$ cat src/rtl/core/vps_pkg.sv
package vps_pkg;

	localparam int unsigned FRAME_SAMPLES  = 320;
	localparam int unsigned FRAME_MS       = 20;
	localparam int unsigned SAMPLES_PER_MS = 16;
	localparam int unsigned SPM_SHIFT      = 4;
	localparam int unsigned FRAME_LIMIT    = FRAME_SAMPLES / SAMPLES_PER_MS;
	localparam logic [31:0] FRAME_MS_NEG   = ~32'(FRAME_MS) + 32'd1;
	localparam int unsigned REG_START_TIME = 0;

	typedef enum logic [1:0] {
		OP_PLAY_NOW = 2'd0,
		OP_PLAY_AT  = 2'd1,
		OP_STOP     = 2'd2,
		OP_TICK     = 2'd3
	} op_t;

	typedef enum logic [2:0] {
		ACT_SILENCE  = 3'd0,
		ACT_CONTINUE = 3'd1,
		ACT_PREEMPT  = 3'd2,
		ACT_CHAIN    = 3'd3,
		ACT_END      = 3'd4,
		ACT_STOP     = 3'd5
	} action_t;

	typedef enum logic [2:0] {
		ST_IDLE,
		ST_INS,
		ST_DIFF,
		ST_DUE,
		ST_ADV,
		ST_STOP
	} state_t;

	typedef struct packed {
		logic clear;
		logic pop;
		logic open;
		logic shift;
		logic place;
	} pend_cmd_t;

	typedef struct packed {
		logic        full;
		logic        empty;
		logic        at_zero;
		logic [31:0] cmp_time;
		logic [31:0] head_time;
		logic [7:0]  head_voice;
	} pend_stat_t;

	typedef struct packed {
		logic clear;
		logic push;
		logic pop;
	} fifo_cmd_t;

	typedef struct packed {
		logic       full;
		logic       empty;
		logic [7:0] head_voice;
	} fifo_stat_t;

endpackage

$ cat src/rtl/core/vps_in_if.sv
interface vps_in_if;
	logic        valid;
	logic        ready;
	logic [1:0]  op;
	logic [7:0]  voice_id;
	logic [31:0] at_ms;
	logic [8:0]  samples_ready;

	modport source (output valid, op, voice_id, at_ms, samples_ready, input ready);
	modport sink (input valid, op, voice_id, at_ms, samples_ready, output ready);
endinterface

$ cat src/rtl/core/vps_out_if.sv
interface vps_out_if;
	logic        valid;
	logic        ready;
	logic [2:0]  action;
	logic [7:0]  voice_out;
	logic [8:0]  sample_offset;
	logic [31:0] frame_time_ms;

	modport source (output valid, action, voice_out, sample_offset, frame_time_ms, input ready);
	modport sink (input valid, action, voice_out, sample_offset, frame_time_ms, output ready);
endinterface

$ cat src/rtl/core/vps_alu.sv
module vps_alu (
	input  logic [31:0] a,
	input  logic [31:0] b,
	output logic [31:0] diff,
	output logic        borrow
);
	// The borrow is set when a is below b as unsigned values.
	assign {borrow, diff} = {1'b0, a} - {1'b0, b};
endmodule

$ cat src/rtl/core/vps_pend.sv
module vps_pend #(
	parameter int unsigned DEPTH = 4
) (
	input  logic               clk,
	input  logic               arst_n,
	input  vps_pkg::pend_cmd_t cmd,
	input  logic [31:0]        ins_time,
	input  logic [7:0]         ins_voice,
	output vps_pkg::pend_stat_t stat
);
	import vps_pkg::*;

	localparam int unsigned CW = $clog2(DEPTH + 1);
	localparam int unsigned IW = (DEPTH > 1) ? $clog2(DEPTH) : 1;

	logic [31:0]   time_q  [DEPTH];
	logic [7:0]    voice_q [DEPTH];
	logic [31:0]   up_time [DEPTH];
	logic [7:0]    up_voice[DEPTH];
	logic [CW-1:0] count_q;
	logic [IW-1:0] pos_q;
	logic [IW-1:0] prev_idx;

	assign prev_idx = pos_q - 1'b1;

	for (genvar g = 0; g < DEPTH; g++) begin : g_up
		if (g < DEPTH - 1) begin : g_mid
			assign up_time[g]  = time_q[g + 1];
			assign up_voice[g] = voice_q[g + 1];
		end else begin : g_last
			assign up_time[g]  = time_q[g];
			assign up_voice[g] = voice_q[g];
		end
	end

	always_ff @(posedge clk or negedge arst_n) begin
		if (!arst_n) begin
			count_q <= '0;
			pos_q   <= '0;
		end else begin
			if (cmd.clear) begin
				count_q <= '0;
			end else if (cmd.open) begin
				count_q <= count_q + 1'b1;
			end else if (cmd.pop) begin
				count_q <= count_q - 1'b1;
			end
			if (cmd.open) begin
				pos_q <= count_q[IW-1:0];
			end else if (cmd.shift) begin
				pos_q <= prev_idx;
			end
		end
	end

	// An insert walks from the tail toward the head, moving one entry per cycle.
	always_ff @(posedge clk) begin
		for (int i = 0; i < DEPTH; i++) begin
			if (cmd.pop) begin
				time_q[i]  <= up_time[i];
				voice_q[i] <= up_voice[i];
			end else if (cmd.shift && pos_q == IW'(i)) begin
				time_q[i]  <= time_q[prev_idx];
				voice_q[i] <= voice_q[prev_idx];
			end else if (cmd.place && pos_q == IW'(i)) begin
				time_q[i]  <= ins_time;
				voice_q[i] <= ins_voice;
			end
		end
	end

	assign stat.full       = (count_q == CW'(DEPTH));
	assign stat.empty      = (count_q == '0);
	assign stat.at_zero    = (pos_q == '0);
	assign stat.cmp_time   = time_q[prev_idx];
	assign stat.head_time  = time_q[0];
	assign stat.head_voice = voice_q[0];
endmodule

$ cat src/rtl/core/vps_fifo.sv
module vps_fifo #(
	parameter int unsigned DEPTH = 8
) (
	input  logic               clk,
	input  logic               arst_n,
	input  vps_pkg::fifo_cmd_t cmd,
	input  logic [7:0]         push_voice,
	output vps_pkg::fifo_stat_t stat
);
	import vps_pkg::*;

	localparam int unsigned CW = $clog2(DEPTH + 1);
	localparam int unsigned IW = (DEPTH > 1) ? $clog2(DEPTH) : 1;

	logic [7:0]    mem_q [DEPTH];
	logic [IW-1:0] rd_q;
	logic [IW-1:0] wr_q;
	logic [IW-1:0] rd_inc;
	logic [IW-1:0] wr_inc;
	logic [CW-1:0] count_q;

	assign rd_inc = (rd_q == IW'(DEPTH - 1)) ? '0 : rd_q + 1'b1;
	assign wr_inc = (wr_q == IW'(DEPTH - 1)) ? '0 : wr_q + 1'b1;

	always_ff @(posedge clk or negedge arst_n) begin
		if (!arst_n) begin
			rd_q    <= '0;
			wr_q    <= '0;
			count_q <= '0;
		end else if (cmd.clear) begin
			rd_q    <= '0;
			wr_q    <= '0;
			count_q <= '0;
		end else if (cmd.push) begin
			wr_q    <= wr_inc;
			count_q <= count_q + 1'b1;
		end else if (cmd.pop) begin
			rd_q    <= rd_inc;
			count_q <= count_q - 1'b1;
		end
	end

	always_ff @(posedge clk) begin
		if (cmd.push && !cmd.clear) begin
			mem_q[wr_q] <= push_voice;
		end
	end

	assign stat.full       = (count_q == CW'(DEPTH));
	assign stat.empty      = (count_q == '0);
	assign stat.head_voice = mem_q[rd_q];
endmodule

$ cat src/rtl/core/voice_playback_scheduler_top.sv
// Play-now, and play-at on a full pending list, complete in the idle state; other play-at
// requests pass through the insert state, as the sorted insert compares one entry per cycle.
// Stop passes through the stop state, a tick through the diff, due and advance states, as the
// shared subtractor forms the time difference, due test and next frame head in turn; stop and
// advance wait for the output register. Asynchronous active-low reset empties both lists,
// stops the voice, clears the output valid flag and zeroes the start time and frame head.
module voice_playback_scheduler_top #(
	parameter int unsigned PENDING_DEPTH   = 4,
	parameter int unsigned IMMEDIATE_DEPTH = 8
) (
	input  logic         clk,
	input  logic         arst_n,
	vps_in_if.sink       req,
	vps_out_if.source    rsp,
	input  logic         psel,
	input  logic         penable,
	input  logic         pwrite,
	input  logic [2:0]   paddr,
	input  logic [31:0]  pwdata,
	output logic [31:0]  prdata,
	output logic         pready
);
	import vps_pkg::*;

	state_t      state_q;
	state_t      state_d;
	logic [31:0] start_q;
	logic [31:0] head_q;
	logic        playing_q;
	logic [31:0] at_q;
	logic [7:0]  vid_q;
	logic [8:0]  sready_q;
	logic [31:0] diff_q;
	logic        due_q;
	logic        out_valid_q;
	action_t     act_q;
	logic [7:0]  vout_q;
	logic [8:0]  off_q;
	logic [31:0] ftime_q;

	pend_cmd_t   pcmd;
	pend_stat_t  pstat;
	fifo_cmd_t   fcmd;
	fifo_stat_t  fstat;
	logic [31:0] alu_a;
	logic [31:0] alu_b;
	logic [31:0] alu_diff;
	logic        alu_borrow;

	logic        accept;
	logic        cfg_wr;
	logic        out_free;
	logic        emit;
	logic        play_d;
	action_t     dec_act;
	logic [7:0]  dec_voice;
	logic [8:0]  dec_off;
	logic        dec_play;
	logic        dec_ppop;
	logic        dec_fpop;
	logic [8:0]  pre_off;

	assign pready   = 1'b1;
	assign cfg_wr   = psel && penable && pwrite && (paddr[2] == 1'(REG_START_TIME));
	assign prdata   = (paddr[2] == 1'(REG_START_TIME)) ? start_q : '0;
	assign req.ready = (state_q == ST_IDLE);
	assign accept   = req.valid && (state_q == ST_IDLE);
	assign out_free = !out_valid_q || rsp.ready;

	vps_alu u_alu (
		.a      (alu_a),
		.b      (alu_b),
		.diff   (alu_diff),
		.borrow (alu_borrow)
	);

	vps_pend #(.DEPTH(PENDING_DEPTH)) u_pend (
		.clk       (clk),
		.arst_n    (arst_n),
		.cmd       (pcmd),
		.ins_time  (at_q),
		.ins_voice (vid_q),
		.stat      (pstat)
	);

	vps_fifo #(.DEPTH(IMMEDIATE_DEPTH)) u_fifo (
		.clk        (clk),
		.arst_n     (arst_n),
		.cmd        (fcmd),
		.push_voice (req.voice_id),
		.stat       (fstat)
	);

	// A due entry starts at its distance from the frame head in samples, limited to one frame.
	always_comb begin
		if (diff_q[31]) begin
			pre_off = '0;
		end else if (diff_q > 32'(FRAME_LIMIT)) begin
			pre_off = 9'(FRAME_SAMPLES);
		end else begin
			pre_off = 9'(diff_q[8:0] << SPM_SHIFT);
		end
	end

	always_comb begin
		dec_act   = ACT_SILENCE;
		dec_voice = '0;
		dec_off   = '0;
		dec_play  = playing_q;
		dec_ppop  = 1'b0;
		dec_fpop  = 1'b0;
		priority if (due_q) begin
			dec_act   = ACT_PREEMPT;
			dec_voice = pstat.head_voice;
			dec_off   = pre_off;
			dec_play  = 1'b1;
			dec_ppop  = 1'b1;
		end else if (playing_q) begin
			priority if (sready_q >= 9'(FRAME_SAMPLES)) begin
				dec_act = ACT_CONTINUE;
			end else if (!fstat.empty) begin
				dec_act   = ACT_CHAIN;
				dec_voice = fstat.head_voice;
				dec_off   = sready_q;
				dec_fpop  = 1'b1;
			end else begin
				dec_act  = ACT_END;
				dec_play = 1'b0;
			end
		end else if (!fstat.empty) begin
			dec_act   = ACT_CHAIN;
			dec_voice = fstat.head_voice;
			dec_play  = 1'b1;
			dec_fpop  = 1'b1;
		end else begin
			dec_act = ACT_SILENCE;
		end
	end

	always_comb begin
		state_d = state_q;
		unique case (state_q)
			ST_IDLE: begin
				if (accept) begin
					unique case (op_t'(req.op))
						OP_PLAY_NOW: state_d = ST_IDLE;
						OP_PLAY_AT:  state_d = pstat.full ? ST_IDLE : ST_INS;
						OP_STOP:     state_d = ST_STOP;
						OP_TICK:     state_d = ST_DIFF;
					endcase
				end
			end
			ST_INS: begin
				if (pstat.at_zero || !alu_borrow) begin
					state_d = ST_IDLE;
				end
			end
			ST_DIFF: state_d = ST_DUE;
			ST_DUE:  state_d = ST_ADV;
			ST_ADV: begin
				if (out_free) begin
					state_d = ST_IDLE;
				end
			end
			ST_STOP: begin
				if (out_free) begin
					state_d = ST_IDLE;
				end
			end
			default: state_d = ST_IDLE;
		endcase
	end

	always_comb begin
		pcmd   = '0;
		fcmd   = '0;
		alu_a  = head_q;
		alu_b  = FRAME_MS_NEG;
		emit   = 1'b0;
		play_d = playing_q;
		unique case (state_q)
			ST_IDLE: begin
				fcmd.push = accept && (op_t'(req.op) == OP_PLAY_NOW) && !fstat.full;
				pcmd.open = accept && (op_t'(req.op) == OP_PLAY_AT) && !pstat.full;
			end
			ST_INS: begin
				alu_a      = at_q;
				alu_b      = pstat.cmp_time;
				pcmd.shift = !pstat.at_zero && alu_borrow;
				pcmd.place = pstat.at_zero || !alu_borrow;
			end
			ST_DIFF: begin
				alu_a = pstat.head_time;
				alu_b = head_q;
			end
			ST_DUE: begin
				alu_a = 32'(FRAME_MS);
				alu_b = diff_q;
			end
			ST_ADV: begin
				emit     = out_free;
				pcmd.pop = out_free && dec_ppop;
				fcmd.pop = out_free && dec_fpop;
				play_d   = out_free ? dec_play : playing_q;
			end
			ST_STOP: begin
				emit       = out_free;
				pcmd.clear = out_free;
				fcmd.clear = out_free;
				play_d     = out_free ? 1'b0 : playing_q;
			end
			default: begin
				emit = 1'b0;
			end
		endcase
	end

	always_ff @(posedge clk or negedge arst_n) begin
		if (!arst_n) begin
			state_q     <= ST_IDLE;
			start_q     <= '0;
			head_q      <= '0;
			playing_q   <= 1'b0;
			due_q       <= 1'b0;
			out_valid_q <= 1'b0;
		end else begin
			state_q   <= state_d;
			playing_q <= play_d;
			if (cfg_wr) begin
				start_q <= pwdata;
				head_q  <= pwdata;
			end else if (state_q == ST_ADV && out_free) begin
				head_q <= alu_diff;
			end
			if (state_q == ST_DUE) begin
				due_q <= !pstat.empty && !alu_diff[31];
			end
			if (emit) begin
				out_valid_q <= 1'b1;
			end else if (rsp.ready) begin
				out_valid_q <= 1'b0;
			end
		end
	end

	always_ff @(posedge clk) begin
		if (accept) begin
			at_q     <= req.at_ms;
			vid_q    <= req.voice_id;
			sready_q <= req.samples_ready;
		end
		if (state_q == ST_DIFF) begin
			diff_q <= alu_diff;
		end
		if (emit) begin
			ftime_q <= head_q;
			if (state_q == ST_STOP) begin
				act_q  <= ACT_STOP;
				vout_q <= '0;
				off_q  <= '0;
			end else begin
				act_q  <= dec_act;
				vout_q <= dec_voice;
				off_q  <= dec_off;
			end
		end
	end

	assign rsp.valid         = out_valid_q;
	assign rsp.action        = act_q;
	assign rsp.voice_out     = vout_q;
	assign rsp.sample_offset = off_q;
	assign rsp.frame_time_ms = ftime_q;
endmodule

$ cat src/flat_wrapper.sv
// flat-port wrapper written by rule: the top's interface ports become plain ports
module voice_playback_scheduler_top_flat import vps_pkg::*;
#(
	parameter int unsigned PENDING_DEPTH   = 4,
	parameter int unsigned IMMEDIATE_DEPTH = 8
)
  (clk, arst_n, psel, penable, pwrite, paddr, pwdata, prdata, pready, req_valid, req_op, req_voice_id, req_at_ms, req_samples_ready, req_ready, rsp_valid, rsp_action, rsp_voice_out, rsp_sample_offset, rsp_frame_time_ms, rsp_ready);
  vps_in_if req_i ();
  vps_out_if rsp_i ();
  input  logic clk;
  input  logic arst_n;
  input  logic psel;
  input  logic penable;
  input  logic pwrite;
  input  logic [2:0] paddr;
  input  logic [31:0] pwdata;
  output logic [31:0] prdata;
  output logic pready;
  input wire logic [$bits(req_i.valid)-1:0] req_valid;
  input wire logic [$bits(req_i.op)-1:0] req_op;
  input wire logic [$bits(req_i.voice_id)-1:0] req_voice_id;
  input wire logic [$bits(req_i.at_ms)-1:0] req_at_ms;
  input wire logic [$bits(req_i.samples_ready)-1:0] req_samples_ready;
  output wire logic [$bits(req_i.ready)-1:0] req_ready;
  output wire logic [$bits(rsp_i.valid)-1:0] rsp_valid;
  output wire logic [$bits(rsp_i.action)-1:0] rsp_action;
  output wire logic [$bits(rsp_i.voice_out)-1:0] rsp_voice_out;
  output wire logic [$bits(rsp_i.sample_offset)-1:0] rsp_sample_offset;
  output wire logic [$bits(rsp_i.frame_time_ms)-1:0] rsp_frame_time_ms;
  input wire logic [$bits(rsp_i.ready)-1:0] rsp_ready;
  assign req_i.valid = req_valid;
  assign req_i.op = req_op;
  assign req_i.voice_id = req_voice_id;
  assign req_i.at_ms = req_at_ms;
  assign req_i.samples_ready = req_samples_ready;
  assign req_ready = req_i.ready;
  assign rsp_valid = rsp_i.valid;
  assign rsp_action = rsp_i.action;
  assign rsp_voice_out = rsp_i.voice_out;
  assign rsp_sample_offset = rsp_i.sample_offset;
  assign rsp_frame_time_ms = rsp_i.frame_time_ms;
  assign rsp_i.ready = rsp_ready;
  voice_playback_scheduler_top #(.PENDING_DEPTH(PENDING_DEPTH), .IMMEDIATE_DEPTH(IMMEDIATE_DEPTH)) u_core (.clk(clk), .arst_n(arst_n), .req(req_i), .rsp(rsp_i), .psel(psel), .penable(penable), .pwrite(pwrite), .paddr(paddr), .pwdata(pwdata), .prdata(prdata), .pready(pready));
endmodule
$ cat config.mk
export PLATFORM = sky130hd
export DESIGN_NAME = voice_playback_scheduler_top_flat
export DESIGN_NICKNAME = d
export VERILOG_FILES = /design/src/rtl/core/vps_pkg.sv /design/src/rtl/core/vps_in_if.sv /design/src/rtl/core/vps_out_if.sv /design/src/rtl/core/vps_alu.sv /design/src/rtl/core/vps_pend.sv /design/src/rtl/core/vps_fifo.sv /design/src/rtl/core/voice_playback_scheduler_top.sv /design/src/flat_wrapper.sv
export SDC_FILE = /design/constraint.sdc
export NUM_CORES = 1
export LEC_CHECK = 0
export BUFFER_PORTS_ARGS = -buffer_cell sky130_fd_sc_hd__buf_2
export CAP_MARGIN = 15
export CORE_MARGIN = 2
export CORE_UTILIZATION = 48
export CTS_CLUSTER_SIZE = 30
export DETAILED_ROUTE_END_ITERATION = 6
export MAX_ROUTING_LAYER = met4
export PLACE_DENSITY = 0.64
export SLEW_MARGIN = 40
export SYNTH_ARGS = -nofsm -noshare
export SYNTH_HDL_FRONTEND = slang
export SYNTH_SLANG_ARGS = --single-unit
$ cat constraint.sdc
create_clock -name clk -period 10.5 [get_ports clk]
set_clock_uncertainty 0.2 [all_clocks]
set_input_delay 0 -clock clk [delete_from_list [all_inputs] [get_ports clk]]
set_output_delay 0 -clock clk [all_outputs]
set_load 0.02 [all_outputs]
==> results of run 1 <==
-- metal layers --
metal  GRT usage, %  vias to the layer above  routed length [um]
met3           3.24                       87                4040
met1           35.9                     7800               26100
met5              -                        -                   0
li1               -                     7194                   -
met4           7.19                        0                1210
met2           38.5                      627               26700
-- how the worst max path moves through the flow --
stage / to / slack (ns) / depth (start not counted)
2_1_floorplan: u_core.u_pend.time_q[3][0] / 5.18 / 19
3_3_place_gp: u_core.u_pend.time_q[3][16] / 4.23 / 17
3_5_place_dp: u_core.u_pend.time_q[3][24] / 4.17 / 17
4_1_cts: u_core.u_pend.time_q[3][24] / 4.13 / 17
5_1_grt: u_core.u_pend.time_q[3][2] / 3.85 / 17
6_report: u_core.u_pend.time_q[3][24] / 4.08 / 17
-- timing repair --
| item | in CTS | in global routing |
|---|---|---|
| hold endpoints to repair | 278 | 0 |
| resized for setup | 0 | 0 |
| endpoints found under the setup margin | 0 | 0 |
| hold buffers | 178 | 0 |
| setup buffers | 0 | 0 |
-- area by class of cell --
class                           count  area (um^2)  area share, %
Tap cell                          600          751           2.81
Clock inverter                     31          310           1.16
Sequential cell                   442        12900           48.1
Multi-Input combinational cell   1183         8540           32.0
Inverter                           16         60.1          0.225
Timing Repair Buffer              385         2940           11.0
Clock buffer                       57         1290           4.81
-- power groups by stage --
stage	combinational, uW	sequential (uW)	clock (uW)
floorplan	2840	2860	0
global placement	3780	2910	0
detailed placement	3870	2930	0
CTS	3950	2900	1750
global route	4340	2950	1820
finish	3990	2910	1720
-- critical path, cell delays in order, from the launching register on --
cell	delay, ns
dfrtp_2	0.73
buf_4	0.51
nor2b_2	0.22
buf_4	0.44
a22oi_1	0.17
nor2_1	0.12
ha_1	0.19
inv_1	0.06
fa_1	0.42
a211oi_1	0.32
o21ai_1	0.21
a211oi_2	0.40
o31ai_2	0.16
a31oi_1	0.55
o21ai_4	0.15
nand2_2	0.33
buf_4	0.54
mux2_1	0.39
-- kinds of logic (layout without fill, tap and decap cells) --
| group | Yosys count | after routing | synth area share [%] |
|---|---|---|---|
| AO/OA/AOI/OAI | 363 | 363 | 9.93 |
| buffers and inverters | 123 | 489 | 2.28 |
| adder cells (fa/ha/maj) | 45 | 45 | 2.68 |
| AND/OR/NAND/NOR | 498 | 498 | 9.96 |
| other | 1 | 1 | 0.0172 |
| flip-flops | 442 | 442 | 58.9 |
| multiplexers | 246 | 246 | 15.0 |
| XOR/XNOR | 30 | 30 | 1.20 |
-- flip-flops by register name (all words and copies together) (netlist names), 4 cells and up --
name                      count
u_core.at_q                  32
u_core.u_fifo.count_q         4
u_core.rsp.frame_time_ms     32
u_core.sready_q               9
u_core.rsp.sample_offset      9
u_core.vid_q                  8
u_core.rsp.voice_out          8
u_core.u_fifo.mem_q          64
u_core.diff_q                32
u_core.start_q               32
u_core.u_pend.voice_q        32
u_core.u_pend.time_q        128
u_core.head_q                32
-- cell usage in the layout, fill, tap and decap left out, drive strengths merged, types with 21 or more instances in the layout --
master       netlist  routed
xnor2             21      21
nand3             21      21
buf               32     208
ha                42      42
clkbuf            75      57
mux2              92      92
dfrtp             85      85
nor2b             39      39
dlygate4sd3        0     177
a22oi             39      39
nand2            257     257
mux2i             98      98
a21oi             74      74
edfxtp           357     357
nor2             106     106
o21ai            165     165
mux4              56      56
-- stage by stage --
stage	hold WS [ns]	instance area [um^2]
4_1_cts	0.000407	26700
3_3_place_gp	-0.0236	23300
3_5_place_dp	-0.0695	23300
6_report	0.0320	26700
5_1_grt	0.0354	26700
2_1_floorplan	-0.496	21800
==> run metrics, run 1 <==
status=finished, final reports clean; Post-synth EDFFs=approximately 360; Fill cells=3603; Achievable Freq=between 150 and 200 MHz; synthesis warning total=0; CTS tree=built; post-synthesis net count=about 1.9k; Synth Register Bits=about 440; Core Util, Final=59.3%; dpl ws=approximately 4.2 ns; reg-to-reg startpoint=u_core.state_q[0]; commonest cells in the netlist=357 x edfxtp_1, 257 x nand2_1, 132 x o21ai_0; Syn Area/Cell=around 12 um^2; DR vias=between 15k and 20k; Avg WL per Cell=21.4 um; register-to-register setup slack=roughly 4.1 ns; Post-synth ARST share=between 10% and 20%; Post-DRT Antenna Nets=0; vias in the first global route=15.8k; core area=roughly 45000 um^2; Longest Clk Path Bufs=3; internal power=5160 uW; Pwr Density=around 320 nW/um^2; Die Wd=217 um; Combinational Power Share=around 46%; Worst VDD drop=0.000182 V; Reg clk slew, reported paths=approximately 0.060 ns; Crit Path Category=flop to flop; DR vias/cell=between 5 and 6; min setup slack post-route=slightly above 4 ns; cell accounting for the most synthesized area=edfxtp_1; min-delay worst type=input pin to flop; total track usage=about a quarter; cell with the most instances after synthesis=edfxtp_1; nets@finish=approximately 2.2k; Initial Util=slightly below 50%; Layout Cells excl Fill=2714; top post-synthesis cells by area=edfxtp_1 49%, dfrtp_1 9.8%, mux4_2 5.8%, mux2i_1 4.5%, nand2_1 4.4%; final setup TNS=0 ns; Tmin final=approximately 6.4 ns; Cell variety after synth=60; critical path peak fanout=37; row count=78; RSZ-0062 raised after global routing=no; overall power=between 8000 and 9000 uW; Congestion Overflow GR=0; Min-Delay Startpoint=pwdata[11]; cell area after synthesis=between 20000 and 25000 um^2; Slew Viols, Final=0; Pre-antenna DRT Iters=5; Leak=approximately 0.010 uW; Placed Cells=roughly 2.4k; Final period util=61.1%; Max Cap Violations=0; Die Height=between 200 and 250 um; reg-to-reg endpoint=u_core.u_pend.time_q[3][24]; Synth Instances=approximately 1.7k; sw power=between 3000 and 4000 uW; Rel. slew slack=42.5%; Worst Hold Path EP=u_core.start_q[11]; Worst-Skew Late Latency=~0.59 ns; Worst EP required=about 11 ns; largest net degree at the start of global routing=86; Main synth FF type=edfxtp_1; switch share=around 40%; WL final=58000 um; Residual DRC=0; first-pass GRT wire length=89800 um; root buffer cell=clkbuf_16; port buffer count=about 180; final hold vios=0; area delta synth->final=22.6%; Seq/Total Area, Yosys=58.9%; Setup crit start kind=flop; Placer Congestion=a little over 0.9; arrival time worst endpoint=around 6.5 ns; Sink Count=between 400 and 500; worst hold stages=4; n_diodes=0; sequential share of power=~34%; Worst Setup SP=u_core.state_q[0]; top-area cell type share of the netlist area=just under 50%; share of cells above drive strength 1=20.0%; initial DRC count=about 1.4k; CTS Buf Count=47; Final Setup Violations=0; crit end category=flop; H-tree levels=2; initial antenna violation count=0; io pins=180; die area=approximately 47000 um^2; Clk pwr share=19.9%; Worst Max-Slew Pin Slew=0.862 ns; Worst Reg-to-Reg Cells=17; Detailed Place HPWL=37000 um
Note: power is estimated with default switching activity, not from simulation.
==> run 2, diff against run 1 <==
ABC_AREA = 1   (was not set)
PLACE_DENSITY = 0.67   (was 0.64)
clock period = 5.35 ns   (was 10.5 ns; I/O delays follow)
==> run 2 against run 1 <==
Combinational power rose to 2.9 times the previous value; routed wire length increased by 23%; first-iteration DRC count is 64% higher; clock-buffer cell count rose by 7; total power increased by 140%; largest cell class unchanged; global-route usage grew 3.0 points; area after synthesis up 9.5%; design area is 7.6% higher; synthesized cell count is 57% higher; fmax grew 26%.
==> run metrics, run 2 <==
synthesis warning total=0 (unchanged); cell area after synthesis=23900 um^2 (was 21800 um^2); Cell variety after synth=47 (was 60); most frequent CP cell=nand2_1 (was buf_4); post-synthesis net count=2875 (was 1886); highest-count cells in the layout ignoring fill and taps=592 x nand2_1, 408 x inv_1, 357 x edfxtp_1, 234 x nor2_1, 223 x o21ai_0 (was 357 x edfxtp_1, 253 x nand2_1, 177 x dlygate4sd3_1, 175 x buf_2, 131 x o21ai_0); io pins=180 (unchanged); Max Cap Violations=0 (unchanged); row count=81 (was 78); cell with the most instances after synthesis=nand2_1 (was edfxtp_1); Placer Congestion=0.965 (was 0.923); Main synth FF type=edfxtp_1 (unchanged); Die Height=227 um (was 217 um); Worst Path Buf+Inv=6 (was 4); port buffer count=176 (unchanged); Slew Viols, Final=0 (unchanged); Achievable Freq=197 MHz (was 156 MHz); Detailed Place HPWL=45800 um (was 37000 um); Worst Setup SP=u_core.u_pend.pos_q[1] (was u_core.state_q[0]); Crit Path Category=flop to flop (unchanged); Adder-Cell Fraction of Synth Area=2.45% (was 2.68%); Compound-Gate Fraction of Synth Area=13.2% (was 9.93%); Post-Synth XOR/XNOR Area=0.660% (was 1.20%); RSZ-0062 raised after global routing=no (unchanged); Worst-Skew Late Latency=0.61 ns (was 0.59 ns); Syn Area/Cell=8.73 um^2 (was 12.5 um^2); hold slack=0.0159 ns (was 0.0320 ns); total track usage=28.3% (was 25.3%); CTS tree=built (unchanged); critical path peak fanout=41 (was 37); Leak=0.0127 uW (was 0.0104 uW); status=finished, final reports clean (unchanged); n_diodes=0 (unchanged); arrival time worst endpoint=5.37 ns (was 6.54 ns); WL final=71200 um (was 58000 um); Post-synth ARST share=19.2% (unchanged); Final period util=94.9% (was 61.1%); CP Depth=23 (was 17); Seq/Total Area, Yosys=53.8% (was 58.9%); Die Wd=227 um (was 217 um); commonest non-fill, non-tap cell in the layout=nand2_1 (was edfxtp_1); Worst VDD drop=0.000481 V (was 0.000182 V); reg-to-reg startpoint=u_core.u_pend.pos_q[1] (was u_core.state_q[0]); Max stage delay on crit path=0.58 ns (was 0.73 ns); Worst Reg-to-Reg Cells=23 (was 17); top post-synthesis cells by area=edfxtp_1 45%, nand2_1 9.4%, dfrtp_1 8.9%, inv_1 6.4%, o21ai_0 4.7% (was edfxtp_1 49%, dfrtp_1 9.8%, mux4_2 5.8%, mux2i_1 4.5%, nand2_1 4.4%); Setup crit start kind=flop (unchanged); register-to-register setup slack=0.27 ns (was 4.08 ns); Synth Instances=2737 (was 1748); Initial Util=48.7% (was 48.4%); core area=49100 um^2 (was 45100 um^2); Synth Register Bits=442 (unchanged); worst-path cell chain=inv_1 > ha_1 > inv_1 > buf_4 > o21ai_0 > o22ai_1 > nand2_1 > nand2_1 > ha_1 > inv_1 > fa_1 > nand2_1 > nand2_1 > nand3_1 > nand2_1 > nand2_1 > nand2_2 > nand2_2 > buf_6 > nand3_1 > nand2_1 > a21oi_1 > dlygate4sd3_1 (was buf_4 > nor2b_2 > buf_4 > a22oi_1 > nor2_1 > ha_1 > inv_1 > fa_1 > a211oi_1 > o21ai_1 > a211oi_2 > o31ai_2 > a31oi_1 > o21ai_4 > nand2_2 > buf_4 > mux2_1); Fill cells=4204 (was 3603); vias in the first global route=19.9k (was 15.8k); Worst EP required=5.64 ns (was 10.62 ns); Post-synth EDFFs=357 (unchanged); Rel. slew slack=43.0% (was 42.5%); Slowest cell on crit path=dlygate4sd3_1 (was dfrtp_2); Pwr Density=721 nW/um^2 (was 322 nW/um^2); die area=51600 um^2 (was 47200 um^2); largest family of logic cells by synthesized area=simple AND/OR/NAND/NOR gates (was multiplexers); Final Setup Violations=0 (unchanged); Pre-antenna DRT Iters=6 (was 5); share of cells above drive strength 1=13.8% (was 20.0%); DR vias=20.6k (was 15.7k); Most flops, register=u_core.u_pend.time_q (unchanged); H-tree levels=2 (unchanged); cell accounting for the most synthesized area=edfxtp_1 (unchanged); area delta synth->final=20.5% (was 22.6%); Congestion Overflow GR=0 (unchanged); crit end category=flop (unchanged); initial antenna violation count=0 (unchanged); overall power=20800 uW (was 8610 uW); reg-to-reg endpoint=u_core.state_q[1] (was u_core.u_pend.time_q[3][24]); Reg clk slew, reported paths=0.06 ns (about the same); Setup crit end=u_core.state_q[1] (was u_core.u_pend.time_q[3][24]); root buffer cell=clkbuf_16 (unchanged); Worst Max-Slew Pin Slew=0.856 ns (was 0.862 ns); min-delay worst type=input pin to flop (unchanged); commonest cells in the netlist=595 x nand2_1, 409 x inv_1, 357 x edfxtp_1 (was 357 x edfxtp_1, 257 x nand2_1, 132 x o21ai_0); initial DRC count=2374 (was 1449); final hold vios=0 (unchanged); Residual DRC=0 (unchanged); top-area cell type share of the netlist area=44.9% (was 49.1%); post-synthesis mux area share=0% (was 15.0%); Avg WL per Cell=19.0 um (was 21.4 um); CTS Buf Count=49 (was 47); Longest Clk Path Bufs=3 (unchanged); Tmin final=5.08 ns (was 6.42 ns); DR vias/cell=5.49 (was 5.79); nets@finish=3193 (was 2213); final setup TNS=0 ns (unchanged); Sink Count=442 (unchanged); Simple-Gate Fraction of Synth Area=20.8% (was 9.96%); max reg flops=128 (unchanged); largest delay contributor family on the critical path=buffers and inverters (was compound AO/OA/AOI/OAI gates); first-pass GRT wire length=109000 um (was 89800 um); Largest regs=u_core.u_pend.time_q (128), u_core.u_fifo.mem_q (64) (unchanged); largest net degree at the start of global routing=84 (was 86); Post-DRT Antenna Nets=0 (unchanged)
==> run 2: cell count changes after synthesis, moves of 52 or more <==
cell     delta
inv_1     +394
nand2_1   +338
nand3_1   +169
nor2_1    +131
mux2i_1    -98
o21ai_0    +91
or2_2      +62
mux4_2     -56
o22ai_1    +55
mux2_2     -52
==> run 2: final cells by class <==
cell class / instances / area (um^2) / area share [%]
flip-flops and latches: 442 / 12800 / 44.7
repair buffers: 392 / 3050 / 10.6
clock inverters: 24 / 173 / 0.600
well taps: 664 / 831 / 2.89
clock buffers: 64 / 1350 / 4.67
inverters: 424 / 1590 / 5.54
multi-input cells: 1746 / 8930 / 31.0
==> run 2: logic make-up (layout without fill, tap and decap cells) <==
group / Yosys count / count (layout)
and+or+nand+nor: 1164 / 1164
AOI/OAI and AO/OA: 518 / 518
DFF: 442 / 442
xor gates and xnor gates: 18 / 18
buffers and inverters: 549 / 904
other: 1 / 1
adders and majority gates: 45 / 45
==> run 2: worst min-delay path by stage <==
stage / slack, ns / from / endpoint / depth (start not counted)
floorplan: -0.50 / arst_n / u_core.due_q / 0
finish: 0.02 / req_voice_id[1] / u_core.u_fifo.mem_q[4][1] / 2
detailed placement: -0.29 / arst_n / u_core.playing_q / 1
CTS: 0.002 / req_voice_id[2] / u_core.u_fifo.mem_q[4][2] / 2
global route: 0.04 / req_voice_id[1] / u_core.vid_q[1] / 2
global placement: -0.29 / arst_n / u_core.playing_q / 1
==> run 2: through the flow <==
step	instance area [um^2]	setup WS (ns)	cells	util (%)
6_report	28800	0.273	3756	58.7
5_1_grt	28800	0.00470	3756	58.7
4_1_cts	28800	0.178	3756	58.6
3_5_place_dp	25500	0.754	3489	51.9
3_3_place_gp	25400	0.779	3488	51.8
2_1_floorplan	23900	0.811	2737	-
==> run 2: metal layers <==
metal	vias to the layer above	routed length, um	share of wire (%)	global-route usage, %
met1	9747	30400	43	37.9
met2	1010	32600	46	44.4
li1	9749	-	-	-
met3	114	6490	9.1	4.52
met4	0	1760	2.5	8.81
met5	-	0	0	-
==> run 2: what timing repair did <==
item,in CTS,in global routing
endpoints found under the hold margin,314,0
resized for setup,0,2
setup buffers,0,0
hold buffers,179,0
setup endpoints to repair,0,2
==> run 2: power breakdown <==
group	internal [uW]	total, uW	switching (uW)
Clock	1820	3240	1420
Sequential	5230	5800	571
Combinational	3590	11700	8120
Total	10600	20800	10100
